<file path="config.mk">
export PLATFORM = sky130hd
export DESIGN_NAME = tgi_ctrl
export DESIGN_NICKNAME = d
export VERILOG_FILES = /design/src/rtl/tgi_pkg.sv /design/src/rtl/tgi_ctrl.sv
export SDC_FILE = /design/constraint.sdc
export NUM_CORES = 1
export LEC_CHECK = 0
export ABC_AREA = 1
export ABC_CLOCK_PERIOD_IN_PS = 2000
export BUFFER_PORTS_ARGS = -buffer_cell sky130_fd_sc_hd__buf_2
export CAP_MARGIN = 0
export CORE_AREA = 2 2 39 41
export CTS_CLUSTER_DIAMETER = 200
export CTS_CLUSTER_SIZE = 16
export DETAILED_ROUTE_END_ITERATION = 8
export DIE_AREA = 0 0 41 43
export GPL_TIMING_DRIVEN = 1
export PLACE_DENSITY_LB_ADDON = 0.05
export SLEW_MARGIN = 20
export SYNTH_ARGS = -nofsm -noshare
export SYNTH_HDL_FRONTEND = slang
export SYNTH_SLANG_ARGS = --single-unit
</file>
<file path="constraint.sdc">
create_clock -name clk -period 2 [get_ports clk]
set_input_delay 0.2 -clock clk [delete_from_list [all_inputs] [get_ports clk]]
set_output_delay 0.2 -clock clk [all_outputs]
set_load 0.005 [all_outputs]
</file>
<file path="src/rtl/tgi_pkg.sv">
// ----------------------------------------------------------------------------
// tgi_pkg
// shared types, constants and register map of the transfinite grid interpolator
// ----------------------------------------------------------------------------
package tgi_pkg;

  // grid size, both powers of two so the blend denominator is a shift
  localparam int GRID_N = 32;
  localparam int GRID_M = 32;

  localparam int COORD_W = 32;
  localparam int IDX_W   = 6;
  localparam int OP_W    = 2;

  // boundary stores
  localparam int COL_DEPTH = GRID_N + 1;
  localparam int ROW_DEPTH = GRID_M + 1;
  localparam int COL_AW    = $clog2(COL_DEPTH);
  localparam int ROW_AW    = $clog2(ROW_DEPTH);
  localparam int BND_W     = 4 * COORD_W;

  // blend weights and accumulator
  localparam int I_W        = $clog2(GRID_N + 1);
  localparam int J_W        = $clog2(GRID_M + 1);
  localparam int WU_W       = I_W + J_W;
  localparam int WT_W       = WU_W + 1;
  localparam int PROD_W     = WT_W + COORD_W;
  localparam int ACC_W      = $clog2(3 * GRID_N * GRID_M) + COORD_W + 2;
  localparam int DEN_LOG2   = $clog2(GRID_N * GRID_M);
  localparam int ROUND_HALF = (2 ** DEN_LOG2) / 2;
  localparam int NUM_WTS    = 8;

  // configuration registers
  localparam int NUM_REGS  = 8;
  localparam int REG_IDX_W = $clog2(NUM_REGS);
  localparam int PADDR_W   = REG_IDX_W + 2;
  localparam int PDATA_W   = 32;

  localparam logic [REG_IDX_W-1:0] REG_CORNER_LO_LO_X = REG_IDX_W'(0);
  localparam logic [REG_IDX_W-1:0] REG_CORNER_HI_LO_X = REG_IDX_W'(1);
  localparam logic [REG_IDX_W-1:0] REG_CORNER_LO_HI_X = REG_IDX_W'(2);
  localparam logic [REG_IDX_W-1:0] REG_CORNER_HI_HI_X = REG_IDX_W'(3);
  localparam logic [REG_IDX_W-1:0] REG_CORNER_LO_LO_Y = REG_IDX_W'(4);
  localparam logic [REG_IDX_W-1:0] REG_CORNER_HI_LO_Y = REG_IDX_W'(5);
  localparam logic [REG_IDX_W-1:0] REG_CORNER_LO_HI_Y = REG_IDX_W'(6);
  localparam logic [REG_IDX_W-1:0] REG_CORNER_HI_HI_Y = REG_IDX_W'(7);

  typedef logic signed [COORD_W-1:0] coord_t;

  // corners -10.0, 5.0 in x and 0.0, 3.0 in y
  localparam coord_t CFG_RESET [NUM_REGS] = '{
    coord_t'(-655360), coord_t'(327680), coord_t'(-655360), coord_t'(327680),
    coord_t'(0),       coord_t'(0),      coord_t'(196608),  coord_t'(196608)
  };

  typedef enum logic [OP_W-1:0] {
    OP_LOAD_COL = 2'd0,
    OP_LOAD_ROW = 2'd1,
    OP_QUERY    = 2'd2,
    OP_NONE     = 2'd3
  } op_t;

  // multiply-accumulate step: which pair of terms goes in
  typedef enum logic [1:0] {
    STEP_ROW       = 2'd0,
    STEP_COL       = 2'd1,
    STEP_CORNER_LO = 2'd2,
    STEP_CORNER_HI = 2'd3
  } step_t;

  // one store entry, first point in the low half
  typedef struct packed {
    coord_t second_y;
    coord_t second_x;
    coord_t first_y;
    coord_t first_x;
  } bnd_t;

  typedef struct packed {
    logic  capture;
    logic  store_col;
    logic  store_row;
    logic  start;
    logic  mac_en;
    step_t step;
    logic  load_out;
  } dp_cmd_t;

  typedef struct packed {
    logic load_col;
    logic load_row;
    logic query;
  } dp_stat_t;

endpackage

</file>
<file path="src/rtl/tgi_ctrl.sv">
// ----------------------------------------------------------------------------
// tgi_ctrl
// item sequencer: capture, store write or read, four mac steps, result load
// ----------------------------------------------------------------------------
module tgi_ctrl import tgi_pkg::*; (
  input  logic     clk,
  input  logic     rst_n,
  input  logic     in_valid,
  output logic     in_stall,
  output logic     out_valid,
  input  logic     out_stall,
  input  dp_stat_t stat,
  output dp_cmd_t  cmd
);

  typedef enum logic [1:0] {
    ST_IDLE,
    ST_DECODE,
    ST_MAC,
    ST_DONE
  } state_t;

  state_t state_r, state_nxt;
  step_t  step_r, step_nxt;
  logic   out_valid_r, out_valid_nxt;

  always_ff @(posedge clk) begin
    if (!rst_n) begin
      state_r     <= ST_IDLE;
      step_r      <= STEP_ROW;
      out_valid_r <= 1'b0;
    end else begin
      state_r     <= state_nxt;
      step_r      <= step_nxt;
      out_valid_r <= out_valid_nxt;
    end
  end

  always_comb begin
    state_nxt = state_r;
    step_nxt  = step_r;
    cmd       = '0;
    cmd.step  = step_r;
    unique case (state_r)
      ST_IDLE: begin
        if (in_valid) begin
          cmd.capture = 1'b1;
          state_nxt   = ST_DECODE;
        end
      end
      ST_DECODE: begin
        state_nxt = ST_IDLE;
        priority if (stat.load_col) begin
          cmd.store_col = 1'b1;
        end else if (stat.load_row) begin
          cmd.store_row = 1'b1;
        end else if (stat.query) begin
          cmd.start = 1'b1;
          step_nxt  = STEP_ROW;
          state_nxt = ST_MAC;
        end else begin
          // ignored load, dropped query or unused code
          state_nxt = ST_IDLE;
        end
      end
      ST_MAC: begin
        cmd.mac_en = 1'b1;
        if (step_r == STEP_CORNER_HI) begin
          state_nxt = ST_DONE;
        end else begin
          step_nxt = step_t'(step_r + 2'd1);
        end
      end
      ST_DONE: begin
        // wait until the output register is free
        if (!out_valid_r || !out_stall) begin
          cmd.load_out = 1'b1;
          state_nxt    = ST_IDLE;
        end
      end
      default: begin
        state_nxt = ST_IDLE;
      end
    endcase
    out_valid_nxt = out_valid_r & out_stall;
    if (cmd.load_out) begin
      out_valid_nxt = 1'b1;
    end
  end

  assign in_stall  = (state_r != ST_IDLE);
  assign out_valid = out_valid_r;

endmodule

</file>
==> flow_summary.toml, run 1 <==
[outcome]
status = "finished clean"

[clocking]
clkSlewWorstSetupHoldPaths_ns = 0.04
htree_num_levels = 1
cts.sinks = 5
cts-root-buf = "clkbuf_4"
cts_resized = 0
holdBufCountCts = 0
cts_tree = "yes"
numCtsBuffers = 3
cts.path.max_buffers = 2
post-cts-setup-buffer-count = 0
clock_latency_ns = 0.24

[global_route]
met3_usage_pct = 4.71
busiest_layer = "met1"
grt_max_degree = 6
grt.met2_usage_pct = 11.9
grt_antenna_before_repair = 0
met1_usage_pct = 13.2
grt_pass1_wl_um = 1150
grt_pass1_vias = 282
grt.total_usage_pct = 10.1
overflow = 0

[route]
num_vias = 349
drtIter0Drc = 7
routedWlPerCell_um = 8.13
routed_via_density = 4.20
routed_wl_um = 675
drc = 0
firstDrtPassIters = 5
ant_nets = 0

[sta]
max_slew_margin_pct = 87.0
fin_crit_sh_pct = 66.9
setup_viol = 0
max_freq_ghz = 0.747
finalHoldViolCount = 0
setup_tns_ns = 0
report.final.slew_viol_count = 0
rsz0062_at_grt = "false"
tightest_slew_ns = 0.195
finalClockSkew_ns = 0.00213
hold-worst-slack_ns = 0.197
period_needed_ns = 1.34

[pwr]
powerDensity_nw_per_um2 = 773
p_sw_share_pct = 32.0
p_seq_share_pct = 36.6
vdd_drop_max_v = 0.000246
internal-power_uw = 229
power.share.clock_pct = 34.4
pwr-share-comb_pct = 29.0
leakage_nw = 0.259
power_switching_uw = 108

[critical_path]
regToRegSetupSlack_ns = 0.78
path_max_fanout = 4
worstSetupPathType = "reg2out"
start_kind = "flip-flop"
worstPathRequired_ns = 1.80
arrival_ns = 1.14
endpoint_kind = "output port"

[placed_design]
io_buffer_count = 16
post_dp_cell_area_sq_um = 409
place.gp.congestion = 0.680
dp_hpwl_um = 555

[synth]
synth_seq_area_share_pct = 32.4
yosys-top-cells-area = "dfxtp_1 (32%), inv_1 (11%), nand2_1 (11%)"
yosys_warnings = 0
syn_area_sq_um = 309
syn_area_per_cell_sq_um = 6.58
synth_top_area_share_pct = 32.4
synth.distinct_cells = 14
synthCells = 47
synth_nets = 55
yosysTopAreaCell = "dfxtp_1"
synth_seq_cells = 5

[floorplan]
die-area_sq_um = 1760
start_util_pct = 22.3
die_y_um = 43
core_area_sq_um = 1380
rows = 14
die_w_um = 41
io_pins = 17

[job]
cap_violations = 0

[hold_path]
hp-class = "in2reg"

[finish]
diodes = 0
nNetsFinal = 76
final_common_cell = "buf_2"
drive_gt1_share_pct = 37.3
final_area_sq_um = 435
syn2layout_area_growth_pct = 40.9
mostFrequentLayoutCells = "buf_2 (16), inv_1 (9), nand2_1 (9), nor2_1 (9), dfxtp_1 (5)"
cell type report:
class	instances	area, sq um
flip-flops and latches	5	100
repair buffers	16	80.1
well taps	16	20.0
inverters	10	37.5
fillers	163	948
multi-input cells	32	171
clock buffers	4	26.3
through the flow:
stage | cells | utilization, % | setup WS (ns) | power (mW)
floorplan | 47 | - | 0.885 | 0.188
CTS | 83 | 31.5 | 0.635 | 0.345
global placement | 79 | 29.6 | 0.791 | 0.227
global route | 83 | 31.5 | 0.535 | 0.371
detailed placement | 79 | 29.6 | 0.812 | 0.224
finish | 83 | 31.5 | 0.662 | 0.337
layer usage:
metal	vias up	routed length [um]
met2	15	279
met3	0	72
met5	-	0
met1	148	323
met4	0	0
li1	186	-
power by group through the flow:
stage / combinational (mW) / sequential (mW) / clock, mW
after CTS: 0.0993 / 0.123 / 0.122
after global routing: 0.114 / 0.126 / 0.130
after global placement: 0.101 / 0.126 / 0
final: 0.0975 / 0.123 / 0.116
after floorplan: 0.0648 / 0.123 / 0
after detailed placement: 0.0994 / 0.125 / 0
critical path: stages (launching register included):
cell	delay, ns
dfxtp_1	0.37
inv_2	0.07
nor2_2	0.14
inv_1	0.07
nor3_1	0.11
buf_2	0.13
kinds of logic after synthesis:
logic type,count (synthesis),synth area share [%]
AND/OR/NAND/NOR,27,43.7
flip-flops,5,32.4
buffers and inverters,10,12.1
AO/OA/AOI/OAI,4,7.69
adder cells (fa/ha/maj),1,4.05
worst paths after layout:
kind / from / to / cells past startpoint
setup / recovery: state_r[0] / cmd[5] / 5
hold / removal: rst_n / flip-flop / 3
setup reg to reg: step_r[0] / flip-flop / 8
hold reg to reg: out_valid / out_valid / 2
cells in the mapped netlist:
cell      count
nand2_1       9
ha_1          1
inv_2         1
nand3b_1      1
nor2_1        9
a21oi_1       3
inv_1         9
a21oi_2       1
nand3_1       3
dfxtp_1       5
nor3_1        1
nor2_2        1
nand2_2       2
nand4_4       1
No activity file was read; power rests on OpenSTA's default activity.
==> inputs of run 2 (changes only) <==
ABC_CLOCK_PERIOD_IN_PS = 1250   (was 2000)
clock period = 1.25 ns   (was 2 ns; I/O delays follow)
==> flow_summary.toml, run 2 (synthesized netlist as in run 1, its figures left out) <==
[outcome]
status = "finished clean"

[global_route]
grt.total_usage_pct = 9.74
grt_antenna_before_repair = 0
grt_pass1_vias = 313
overflow = 0
grt_max_degree = 6
grt_pass1_wl_um = 1200

[floorplan]
rows = 14
core_area_sq_um = 1380
die_y_um = 43
die-area_sq_um = 1760
die_w_um = 41
io_pins = 17
start_util_pct = 22.3

[sta]
report.final.slew_viol_count = 0
setup_tns_ns = 0
setup_viol = 0
tightest_slew_ns = 0.168
fin_crit_sh_pct = 92.8
max_slew_margin_pct = 88.7
finalHoldViolCount = 0
max_freq_ghz = 0.862
period_needed_ns = 1.16
finalClockSkew_ns = 0.000477

[pwr]
powerDensity_nw_per_um2 = 1170
vdd_drop_max_v = 0.000548
leakage_nw = 0.276
power.total_uw = 554

[clocking]
cts.sinks = 5
clock_latency_ns = 0.23
cts_tree = "yes"
numCtsBuffers = 3
cts-root-buf = "clkbuf_4"
htree_num_levels = 1
cts.path.max_buffers = 2
clkSlewWorstSetupHoldPaths_ns = 0.04

[finish]
drive_gt1_share_pct = 47.1
mostFrequentLayoutCells = "buf_2 (16), inv_1 (9), nand2_1 (9)"
final_common_cell = "buf_2"
syn2layout_area_growth_pct = 53.4
final_area_sq_um = 474
diodes = 0
nNetsFinal = 79

[critical_path]
crit_path_start = "state_r[0]"
start_kind = "flip-flop"
path_delay_family = "flip-flops"
arrival_ns = 1.04
cpPeakStageDelay_ns = 0.35
r2r_start = "step_r[0]"
worstPathRequired_ns = 1.12
endpoint_kind = "output port"
worst-path-buf-inv = 3
cp_cell_sequence = "inv_2 > nor2_4 > inv_1 > nor3_2 > buf_2"
path_max_fanout = 4
worstSetupPathType = "reg2out"
crit_slowest_cell = "dfxtp_2"

[route]
routed_via_density = 4.05
num_vias = 348
routedWlPerCell_um = 7.69
firstDrtPassIters = 2
ant_nets = 0
drtIter0Drc = 6
routed_wl_um = 661
drc = 0

[placed_design]
post_dp_cell_area_sq_um = 424
dp_hpwl_um = 578
place.gp.congestion = 0.705
io_buffer_count = 16

[hold_path]
hp-start = "rst_n"
hp-class = "in2reg"

[job]
cap_violations = 0
==> run 2: cell count changes in the layout (fill, tap and decap cells not counted) <==
cell     before  now
nor3_1        1    0
nor2_4        0    1
dfxtp_1       5    2
buf_4         0    3
nor2_1        9    8
nor3_2        0    1
dfxtp_2       0    3
==> run 2: per-stage QoR <==
step | util [%] | hold slack, ns | setup WS (ns) | cells
floorplan | - | 0.246 | 0.135 | 47
global placement | 30.7 | 0.362 | 0.102 | 81
detailed placement | 30.7 | 0.375 | 0.123 | 81
CTS | 33.0 | 0.124 | 0.0363 | 85
global route | 34.3 | 0.144 | -0.00188 | 86
finish | 34.3 | 0.121 | 0.0895 | 86
==> run 2: final timing paths <==
kind,end,slack (ns),cells after the start
setup / recovery,cmd[5],0.09,5
hold / removal,flip-flop,0.12,3
setup reg to reg,flip-flop,0.15,8
hold reg to reg,out_valid,0.52,2
==> run 2: per-layer routing <==
metal	vias up	wire length [um]	track usage (%)
met5	-	0	0
met4	0	0	2.00
met3	0	45	4.71
met2	9	304	14.1
met1	148	311	12.9
li1	191	-	-
==> run 2: repair_timing <==
| action | 4_1_cts | 5_1_grt |
|---|---|---|
| hold buffers | 0 | 0 |
| gates cloned | 0 | 0 |
| endpoints found under the setup margin | 2 | 5 |
| resized for setup | 2 | 4 |
| endpoints found under the hold margin | 0 | 0 |
| buffers inserted | 0 | 1 |
==> run 2: cell type report <==
| cell class | count | area, sq um |
|---|---|---|
| clock buffer | 4 | 26.3 |
| fill | 154 | 910 |
| inverter | 10 | 37.5 |
| multi-input combinational | 32 | 184 |
| sequential | 5 | 104 |
| tap | 16 | 20.0 |
| timing repair buffer | 19 | 103 |
==> run 2: worst reg2reg max path: stages (launching register included) <==
cell and delay (ns):
dfxtp_1 0.33, ha_1 0.15, inv_1 0.04, nand3_1 0.13
nand2_1 0.08, nor2_2 0.10, nand3_1 0.07, nand2_1 0.06
nor2_1 0.03
==> run 2: report_power, final <==
group          switching (mW)  internal, mW
clock network          0.0583         0.120
logic                  0.0963        0.0786
registers              0.0193         0.182
