`src/rtl/tgi_pkg.sv`:
```
// ----------------------------------------------------------------------------
// tgi_pkg
// shared types, constants and register map of the transfinite grid interpolator
// ----------------------------------------------------------------------------
package tgi_pkg;

  // grid size, both powers of two so the blend denominator is a shift
  localparam int GRID_N = 32;
  localparam int GRID_M = 32;

  localparam int COORD_W = 32;
  localparam int IDX_W   = 6;
  localparam int OP_W    = 2;

  // boundary stores
  localparam int COL_DEPTH = GRID_N + 1;
  localparam int ROW_DEPTH = GRID_M + 1;
  localparam int COL_AW    = $clog2(COL_DEPTH);
  localparam int ROW_AW    = $clog2(ROW_DEPTH);
  localparam int BND_W     = 4 * COORD_W;

  // blend weights and accumulator
  localparam int I_W        = $clog2(GRID_N + 1);
  localparam int J_W        = $clog2(GRID_M + 1);
  localparam int WU_W       = I_W + J_W;
  localparam int WT_W       = WU_W + 1;
  localparam int PROD_W     = WT_W + COORD_W;
  localparam int ACC_W      = $clog2(3 * GRID_N * GRID_M) + COORD_W + 2;
  localparam int DEN_LOG2   = $clog2(GRID_N * GRID_M);
  localparam int ROUND_HALF = (2 ** DEN_LOG2) / 2;
  localparam int NUM_WTS    = 8;

  // configuration registers
  localparam int NUM_REGS  = 8;
  localparam int REG_IDX_W = $clog2(NUM_REGS);
  localparam int PADDR_W   = REG_IDX_W + 2;
  localparam int PDATA_W   = 32;

  localparam logic [REG_IDX_W-1:0] REG_CORNER_LO_LO_X = REG_IDX_W'(0);
  localparam logic [REG_IDX_W-1:0] REG_CORNER_HI_LO_X = REG_IDX_W'(1);
  localparam logic [REG_IDX_W-1:0] REG_CORNER_LO_HI_X = REG_IDX_W'(2);
  localparam logic [REG_IDX_W-1:0] REG_CORNER_HI_HI_X = REG_IDX_W'(3);
  localparam logic [REG_IDX_W-1:0] REG_CORNER_LO_LO_Y = REG_IDX_W'(4);
  localparam logic [REG_IDX_W-1:0] REG_CORNER_HI_LO_Y = REG_IDX_W'(5);
  localparam logic [REG_IDX_W-1:0] REG_CORNER_LO_HI_Y = REG_IDX_W'(6);
  localparam logic [REG_IDX_W-1:0] REG_CORNER_HI_HI_Y = REG_IDX_W'(7);

  typedef logic signed [COORD_W-1:0] coord_t;

  // corners -10.0, 5.0 in x and 0.0, 3.0 in y
  localparam coord_t CFG_RESET [NUM_REGS] = '{
    coord_t'(-655360), coord_t'(327680), coord_t'(-655360), coord_t'(327680),
    coord_t'(0),       coord_t'(0),      coord_t'(196608),  coord_t'(196608)
  };

  typedef enum logic [OP_W-1:0] {
    OP_LOAD_COL = 2'd0,
    OP_LOAD_ROW = 2'd1,
    OP_QUERY    = 2'd2,
    OP_NONE     = 2'd3
  } op_t;

  // multiply-accumulate step: which pair of terms goes in
  typedef enum logic [1:0] {
    STEP_ROW       = 2'd0,
    STEP_COL       = 2'd1,
    STEP_CORNER_LO = 2'd2,
    STEP_CORNER_HI = 2'd3
  } step_t;

  // one store entry, first point in the low half
  typedef struct packed {
    coord_t second_y;
    coord_t second_x;
    coord_t first_y;
    coord_t first_x;
  } bnd_t;

  typedef struct packed {
    logic  capture;
    logic  store_col;
    logic  store_row;
    logic  start;
    logic  mac_en;
    step_t step;
    logic  load_out;
  } dp_cmd_t;

  typedef struct packed {
    logic load_col;
    logic load_row;
    logic query;
  } dp_stat_t;

endpackage

```
`src/rtl/tgi_cfg.sv`:
```
// ----------------------------------------------------------------------------
// tgi_cfg
// corner registers behind the apb-style configuration port
// ----------------------------------------------------------------------------
module tgi_cfg import tgi_pkg::*; (
  input  logic               clk,
  input  logic               rst_n,
  input  logic               psel,
  input  logic               penable,
  input  logic               pwrite,
  input  logic [PADDR_W-1:0] paddr,
  input  logic [PDATA_W-1:0] pwdata,
  output logic [PDATA_W-1:0] prdata,
  output logic               pready,
  output coord_t             corner [NUM_REGS]
);

  coord_t                 corner_r [NUM_REGS];
  logic                   wr_en;
  logic [REG_IDX_W-1:0]   reg_idx;

  // word addressed, byte offset bits ignored
  assign reg_idx = paddr[PADDR_W-1:2];
  assign wr_en   = psel & penable & pwrite;

  always_ff @(posedge clk) begin
    if (!rst_n) begin
      for (int k = 0; k < NUM_REGS; k++) begin
        corner_r[k] <= CFG_RESET[k];
      end
    end else if (wr_en) begin
      corner_r[reg_idx] <= $signed(pwdata);
    end
  end

  assign prdata = PDATA_W'(corner_r[reg_idx]);
  assign pready = 1'b1;
  assign corner = corner_r;

endmodule

```
`config.mk`:
```
export PLATFORM = sky130hd
export DESIGN_NAME = tgi_cfg
export DESIGN_NICKNAME = d
export VERILOG_FILES = /design/src/rtl/tgi_pkg.sv /design/src/rtl/tgi_cfg.sv
export SDC_FILE = /design/constraint.sdc
export NUM_CORES = 1
export LEC_CHECK = 0
export BUFFER_PORTS_ARGS = -buffer_cell sky130_fd_sc_hd__clkbuf_2
export CAP_MARGIN = 40
export CORE_AREA = 2 2 145 147
export CTS_CLUSTER_DIAMETER = 150
export DETAILED_ROUTE_END_ITERATION = 8
export DIE_AREA = 0 0 147 149
export GPL_ROUTABILITY_DRIVEN = 0
export HOLD_SLACK_MARGIN = 0.12
export PLACE_DENSITY = 0.85
export SYNTH_ARGS = -nofsm -noshare
export SYNTH_HDL_FRONTEND = slang
export SYNTH_SLANG_ARGS = --single-unit
```
`constraint.sdc`:
```
create_clock -name clk -period 4.7 [get_ports clk]
set_input_delay 0.705 -clock clk [delete_from_list [all_inputs] [get_ports clk]]
set_output_delay 0.705 -clock clk [all_outputs]
set_load 0.005 [all_outputs]
```
==> PnR_summary.wiki, run 1 <==
{| class="wikitable"
! Metric !! Value
|-
| Largest buffer count on any clock path || 3
|-
| Class of the most critical setup path || input pin to primary output
|-
| Worst Hold Path Cells || 3
|-
| Remaining design rule violation count || 0
|-
| Routed Wire Length || 33.4 mm
|-
| Average wire length per cell after detail routing || 20.6 um
|-
| Clock buffers created by TritonCTS || 26
|-
| Most frequent standard cell in the layout excluding fill and tap cells || clkbuf_2
|-
| Number of detailed-routing iterations run before antenna repair || 7
|-
| Source-to-sink clock delay at the later pin of the worst-skew pair || 530 ps
|-
| Layout cells sized above 1 || 0.368
|-
| Syn_nets || 1079
|-
| Outcome || finished, final reports clean
|-
| Cells after Synth || 1037
|-
| Largest net degree at the start of global routing || 125
|-
| Worst path arrival time || 2680 ps
|-
| Final-report hold violation count || 0
|-
| Diodes inserted || 0
|-
| Internal reg-to-reg setup slack || 3940 ps
|-
| Port-buffer cells || 327
|-
| VDD IR max || 262 uV
|-
| CTS tree || built
|-
| Initial cell density of the core || 0.549
|-
| Number of different library cells in the post-synthesis netlist || 29
|-
| Relative slew slack || 0.435
|-
| Fraction of the yosys area taken by sequential cells || 0.455
|-
| Depth of the worst register-to-register path || 2
|-
| Area growth, synth to finish || 23.8%
|-
| Post-cts repair resize count || 0
|-
| Clock Root Buffer || clkbuf_16
|-
| Startpoint of the lowest-slack register-to-register path || corner[42]
|-
| Post-CTS Setup Repair Bufs || 0
|-
| Die Area || 21900 um2
|-
| Worst Clk Skew || 0 ps
|-
| Top-level port count || 331
|-
| Total number of clock tree sinks || 256
|-
| CP max FO || 52
|-
| Number of synthesized register bits || 256
|-
| Floorplan die width || 147 um
|-
| YS warnings || 0
|-
| Die height || 149 um
|-
| Count of nets left with antenna violations after detail routing || 0
|-
| Number of nets in the final layout || 1373
|-
| Worst Path Required || 3990 ps
|-
| Placed wire-length estimate || 22.7 mm
|-
| Top cell type's share of synthesized area || 0.455
|-
| Most frequent cells in the layout || clkbuf_2 (324), dfxtp_1 (256), nand2_1 (253), mux2i_1 (222), mux4_2 (62)
|-
| Top area cells in the synthesized netlist || dfxtp_1 (45%), mux2i_1 (20%), mux4_2 (12%), nand2_1 (8.5%), mux2_2 (3.1%)
|-
| Via count of the first global-routing pass || 9229
|-
| Number of pins with negative max-slew slack in the final report || 0
|-
| Reported max-cap violation count || 0
|-
| Via count of the routed design || 9369
|-
| FILL cells || 1551
|-
| Flip-flop count of the largest register, all copies and words added || 256
|-
| Final setup violating endpoints || 0
|-
| Number of buffers added to fix hold violations after cts || 0
|-
| Clk pin slew, worst setup/hold paths || 60 ps
|-
| Startpoint of the most critical hold path || pwdata[24]
|-
| Overall routing resource usage || 0.295
|-
| Endpoint with the worst hold slack || corner[184]
|-
| Post-layout power || 4.69 mW
|-
| Post-Synthesis Cell Area || 11300 um2
|-
| CTS H-tree lvls || 1
|-
| Final Cycle Share || 0.720
|-
| Average cell area after synthesis || 10.9 um2
|-
| Nature of the critical path startpoint || input pin
|-
| Overflow left after global routing || 0
|-
| Kind of path behind the tightest hold check || input pin to flop
|-
| Total power per unit cell area || 336 nW/um2
|-
| Standard-cell row count || 53
|-
| End of the worst register-to-register path || corner[42]
|-
| Cell taking the most area after synthesis || dfxtp_1
|-
| Detailed Route Iter0 Violations || 597
|-
| Average via count per standard cell || 5.77
|-
| Global-route wire length before repair || 51.3 mm
|-
| RSZ-0062 raised after global routing || no
|-
| Static power due to leakage || 6.64 nW
|-
| Placeable core area || 20600 um2
|-
| Kind of capture point of the worst setup path || primary output
|-
| Antenna violations before repair || 0
|-
| Maximum clock frequency || 0.295 GHz
|-
| Setup TNS || 0 ps
|-
| Post-route minimum period || 3380 ps
|-
| Transition time at the pin with the least slew margin || 847 ps
|}
cell families (layout without fill, tap and decap cells):
group,after synthesis,after routing,share of synthesized area
AOI/OAI and AO/OA,46,46,0.0264
muxes,315,315,0.352
other,1,1,0.000333
DFF,256,256,0.455
and+or+nand+nor,316,316,0.120
buffers and inverters,103,415,0.0466
synthesized netlist by cell type:
library cell / count
a211oi_1: 1
and3_1: 1
and4_1: 1
and4b_1: 1
buf_1: 1
buf_2: 27
buf_4: 8
buf_6: 10
clkbuf_1: 38
conb_1: 1
dfxtp_1: 256
inv_1: 19
mux2_2: 31
mux2i_1: 222
mux4_2: 62
nand2_1: 254
nand2_4: 2
nand2b_1: 2
nand3_1: 46
nand3_2: 1
nand4_4: 1
nand4b_4: 1
nor2_2: 3
nor2b_1: 1
nor3_4: 2
o211a_1: 1
o211ai_1: 22
o21ai_0: 21
o32a_1: 1
routing by layer:
metal	track usage	routed length (um)	up-vias
met3	0.0569	2450	88
met1	0.371	13300	4608
met2	0.497	16200	437
li1	-	-	4236
met4	0.133	1400	0
met5	0	0	-
worst max path at each step:
stage                   from          to  slack [ps]  cells after the start
global route        paddr[3]  prdata[16]        1200                      5
floorplan           paddr[2]  prdata[23]        2090                      6
global placement    paddr[2]  prdata[28]        1210                      5
detailed placement  paddr[3]   prdata[1]        1330                      5
CTS                 paddr[3]   prdata[1]        1330                      5
finish              paddr[3]   prdata[1]        1320                      5
worst max-delay path: stages:
cell and delay, ps:
buf_4 640, buf_4 470, mux4_2 400, mux2_2 290, clkbuf_2 110
metrics by stage:
stage	hold WS [ps]	cell area, um2	utilization	cells	worst slack [ps]
after CTS	421	14000	0.679	1624	1330
after global routing	441	14000	0.679	1624	1200
final	441	14000	0.679	1624	1320
after detailed placement	463	13000	0.635	1578	1330
after floorplan	461	11300	-	1037	2090
after global placement	454	13000	0.633	1576	1210
where the power goes:
| group | switching, mW | internal (mW) | total (mW) |
|---|---|---|---|
| Sequential | 0.0157 | 2.19 | 2.20 |
| Clock | 0.866 | 1.33 | 2.19 |
| Combinational | 0.179 | 0.111 | 0.290 |
| Total | 1.06 | 3.63 | 4.69 |
cell type report:
| class | instances | area, um2 | share of cell area |
|---|---|---|---|
| Sequential cell | 256 | 5120 | 0.367 |
| Clock buffer | 35 | 746 | 0.0534 |
| Inverter | 19 | 71.3 | 0.00511 |
| Tap cell | 275 | 344 | 0.0247 |
| Multi-Input combinational cell | 678 | 5640 | 0.404 |
| Timing Repair Buffer | 350 | 1860 | 0.134 |
| Clock inverter | 11 | 163 | 0.0117 |
Note: power is estimated with default switching activity, not from simulation.
==> run 2, diff against run 1 <==
--- a/config.mk
+++ b/config.mk
@@ -7,13 +7,13 @@
 export LEC_CHECK = 0
 export BUFFER_PORTS_ARGS = -buffer_cell sky130_fd_sc_hd__clkbuf_2
 export CAP_MARGIN = 40
-export CORE_AREA = 2 2 145 147
+export CORE_AREA = 2 2 158 160
 export CTS_CLUSTER_DIAMETER = 150
 export DETAILED_ROUTE_END_ITERATION = 8
-export DIE_AREA = 0 0 147 149
+export DIE_AREA = 0 0 160 162
 export GPL_ROUTABILITY_DRIVEN = 0
 export HOLD_SLACK_MARGIN = 0.12
-export PLACE_DENSITY = 0.85
+export PLACE_DENSITY = 0.76
 export SYNTH_ARGS = -nofsm -noshare
 export SYNTH_HDL_FRONTEND = slang
 export SYNTH_SLANG_ARGS = --single-unit
==> constraint.sdc (replaced) <==
create_clock -name clk -period 2.9 [get_ports clk]
set_input_delay 0.435 -clock clk [delete_from_list [all_inputs] [get_ports clk]]
set_output_delay 0.435 -clock clk [all_outputs]
set_load 0.005 [all_outputs]
==> PnR_summary.wiki, run 2 (synthesis gave the netlist of run 1 again) <==
{| class="wikitable"
! Metric !! Value
|-
| Outcome || finished, final reports clean (unchanged)
|-
| Slowest cell on the critical path || buf_4 (unchanged)
|-
| Floorplan die width || 160 um (was 147 um)
|-
| Number of buffers added to fix hold violations after cts || 0 (unchanged)
|-
| Clock buffers created by TritonCTS || 27 (was 26)
|-
| Average via count per standard cell || 5.49 (was 5.77)
|-
| Transition time at the pin with the least slew margin || 682 ps (was 847 ps)
|-
| Post-route core utilization || 0.586 (was 0.679)
|-
| Worst Clk Skew || 0 ps (unchanged)
|-
| Via count of the first global-routing pass || 9087 (was 9229)
|-
| Total number of clock tree sinks || 256 (unchanged)
|-
| Kind of path behind the tightest hold check || input pin to flop (unchanged)
|-
| Overflow left after global routing || 0 (unchanged)
|-
| Met1 Resource Use GR || 0.320 (was 0.371)
|-
| Static power due to leakage || 6.72 nW (was 6.64 nW)
|-
| Final setup violating endpoints || 0 (unchanged)
|-
| Overall routing resource usage || 0.250 (was 0.295)
|-
| Post-CTS Setup Repair Bufs || 0 (unchanged)
|-
| RSZ-0062 raised after global routing || no (unchanged)
|-
| Final-report hold violation count || 0 (unchanged)
|-
| Setup slack after layout || 418 ps (was 1320 ps)
|-
| Placed wire-length estimate || 23.4 mm (was 22.7 mm)
|-
| Relative slew slack || 0.545 (was 0.435)
|-
| Detailed Route Iter0 Violations || 668 (was 597)
|-
| Die height || 162 um (was 149 um)
|-
| Class of the most critical setup path || input pin to primary output (unchanged)
|-
| Most frequent standard cell in the layout excluding fill and tap cells || clkbuf_2 (unchanged)
|-
| Source-to-sink clock delay at the later pin of the worst-skew pair || 520 ps (was 530 ps)
|-
| Number of nets in the final layout || 1387 (was 1373)
|-
| Critical Path Most Common Cell || buf_4 (unchanged)
|-
| Critical Path Max Stage Delay || 450 ps (was 640 ps)
|-
| Worst path arrival time || 2050 ps (was 2680 ps)
|-
| Worst Setup Slack post-DPL || 379 ps (was 1330 ps)
|-
| Kind of capture point of the worst setup path || primary output (unchanged)
|-
| VDD IR max || 316 uV (was 262 uV)
|-
| Average wire length per cell after detail routing || 19.9 um (was 20.6 um)
|-
| Cell family with most CP delay || buffers and inverters (unchanged)
|-
| Count of nets left with antenna violations after detail routing || 0 (unchanged)
|-
| CP max FO || 33 (was 52)
|-
| Initial cell density of the core || 0.468 (was 0.549)
|-
| Remaining design rule violation count || 0 (unchanged)
|-
| Global-route wire length before repair || 51.5 mm (was 51.3 mm)
|-
| Flip-flop count of the largest register, all copies and words added || 256 (unchanged)
|-
| Layout cells sized above 1 || 0.373 (was 0.368)
|-
| Setup TNS || 0 ps (unchanged)
|-
| Standard-cell row count || 57 (was 53)
|-
| Number of detailed-routing iterations run before antenna repair || 5 (was 7)
|-
| Die Area || 25900 um2 (was 21900 um2)
|-
| Port-buffer cells || 327 (unchanged)
|-
| Antenna violations before repair || 0 (unchanged)
|-
| Post-route minimum period || 2480 ps
|-
| Area growth, synth to finish || 25.4% (was 23.8%)
|-
| Routing usage on met2 || 0.431 (was 0.497)
|-
| Maximum clock frequency || 0.403 GHz
|-
| Met3 track utilization from global routing || 0.0419 (was 0.0569)
|-
| Worst Path Required || 2470 ps (was 3990 ps)
|-
| Number of pins with negative max-slew slack in the final report || 0 (unchanged)
|-
| Largest net degree at the start of global routing || 60 (was 125)
|-
| Routed Wire Length || 33.5 mm (was 33.4 mm)
|-
| Via count of the routed design || 9259 (was 9369)
|-
| Reported max-cap violation count || 0 (unchanged)
|-
| Cell Chain, Critical Path || buf_4 > buf_4 > mux4_2 > mux2_2 > clkbuf_2 (unchanged)
|-
| Total power per unit cell area || 529 nW/um2 (was 336 nW/um2)
|-
| Most frequent cells in the layout || clkbuf_2 (324), dfxtp_1 (256), nand2_1 (253), mux2i_1 (222), mux4_2 (62) (unchanged)
|-
| Nature of the critical path startpoint || input pin (unchanged)
|-
| FILL cells || 2084 (was 1551)
|-
| Clk pin slew, worst setup/hold paths || 60 ps (about the same)
|-
| Buf+Inv Stages, Crit Path || 3 (unchanged)
|-
| Placeable core area || 24100 um2 (was 20600 um2)
|-
| Final Cycle Share || 0.856
|-
| Top-level port count || 331 (unchanged)
|-
| CTS tree || built (unchanged)
|-
| CTS H-tree lvls || 1 (unchanged)
|-
| Clock Root Buffer || clkbuf_16 (unchanged)
|-
| Largest buffer count on any clock path || 3 (unchanged)
|-
| Diodes inserted || 0 (unchanged)
|-
| Post-cts repair resize count || 0 (unchanged)
|-
| Busiest grt layer || met2 (unchanged)
|}
run 2: metal layers:
layer	up-vias	routed length [um]
met5	-	0
met4	0	1100
met3	77	2020
met2	351	16400
met1	4575	14000
li1	4256	-
run 2: area by class of cell:
class	instances	area, um2	area share
inverters	19	71.3	0.00505
multi-input cells	678	5640	0.399
clock inverters	7	88.8	0.00628
repair buffers	363	2020	0.143
clock buffers	39	781	0.0552
flip-flops and latches	256	5120	0.363
well taps	324	405	0.0287
run 2: report_power, final:
part / switching, mW / internal [mW]
Sequential: 0.0248 / 3.55
Clock: 1.38 / 2.03
Combinational: 0.294 / 0.195
run 2: final timing paths:
check                   start           to  slack (ps)  depth (start not counted)
setup / recovery     paddr[3]    prdata[5]         420                          5
setup reg to reg  corner[183]  corner[183]        2190                          2
hold / removal     pwdata[30]  corner[190]         180                          3
hold reg to reg    corner[89]   corner[89]         470                          2
run 2: through the flow:
step | hold slack (ps) | cells | instance area, um2 | total power, mW
2_1_floorplan | 461 | 1037 | 11300 | 3.95
3_3_place_gp | 454 | 1640 | 13300 | 4.13
3_5_place_dp | 464 | 1640 | 13300 | 4.14
4_1_cts | 165 | 1686 | 14100 | 7.52
5_1_grt | 200 | 1686 | 14100 | 7.70
6_report | 183 | 1686 | 14100 | 7.47
run 2: worst register-to-register path: stages (launching register included):
cell and delay (ps):
dfxtp_1 330, o21ai_0 110, nand3_1 120
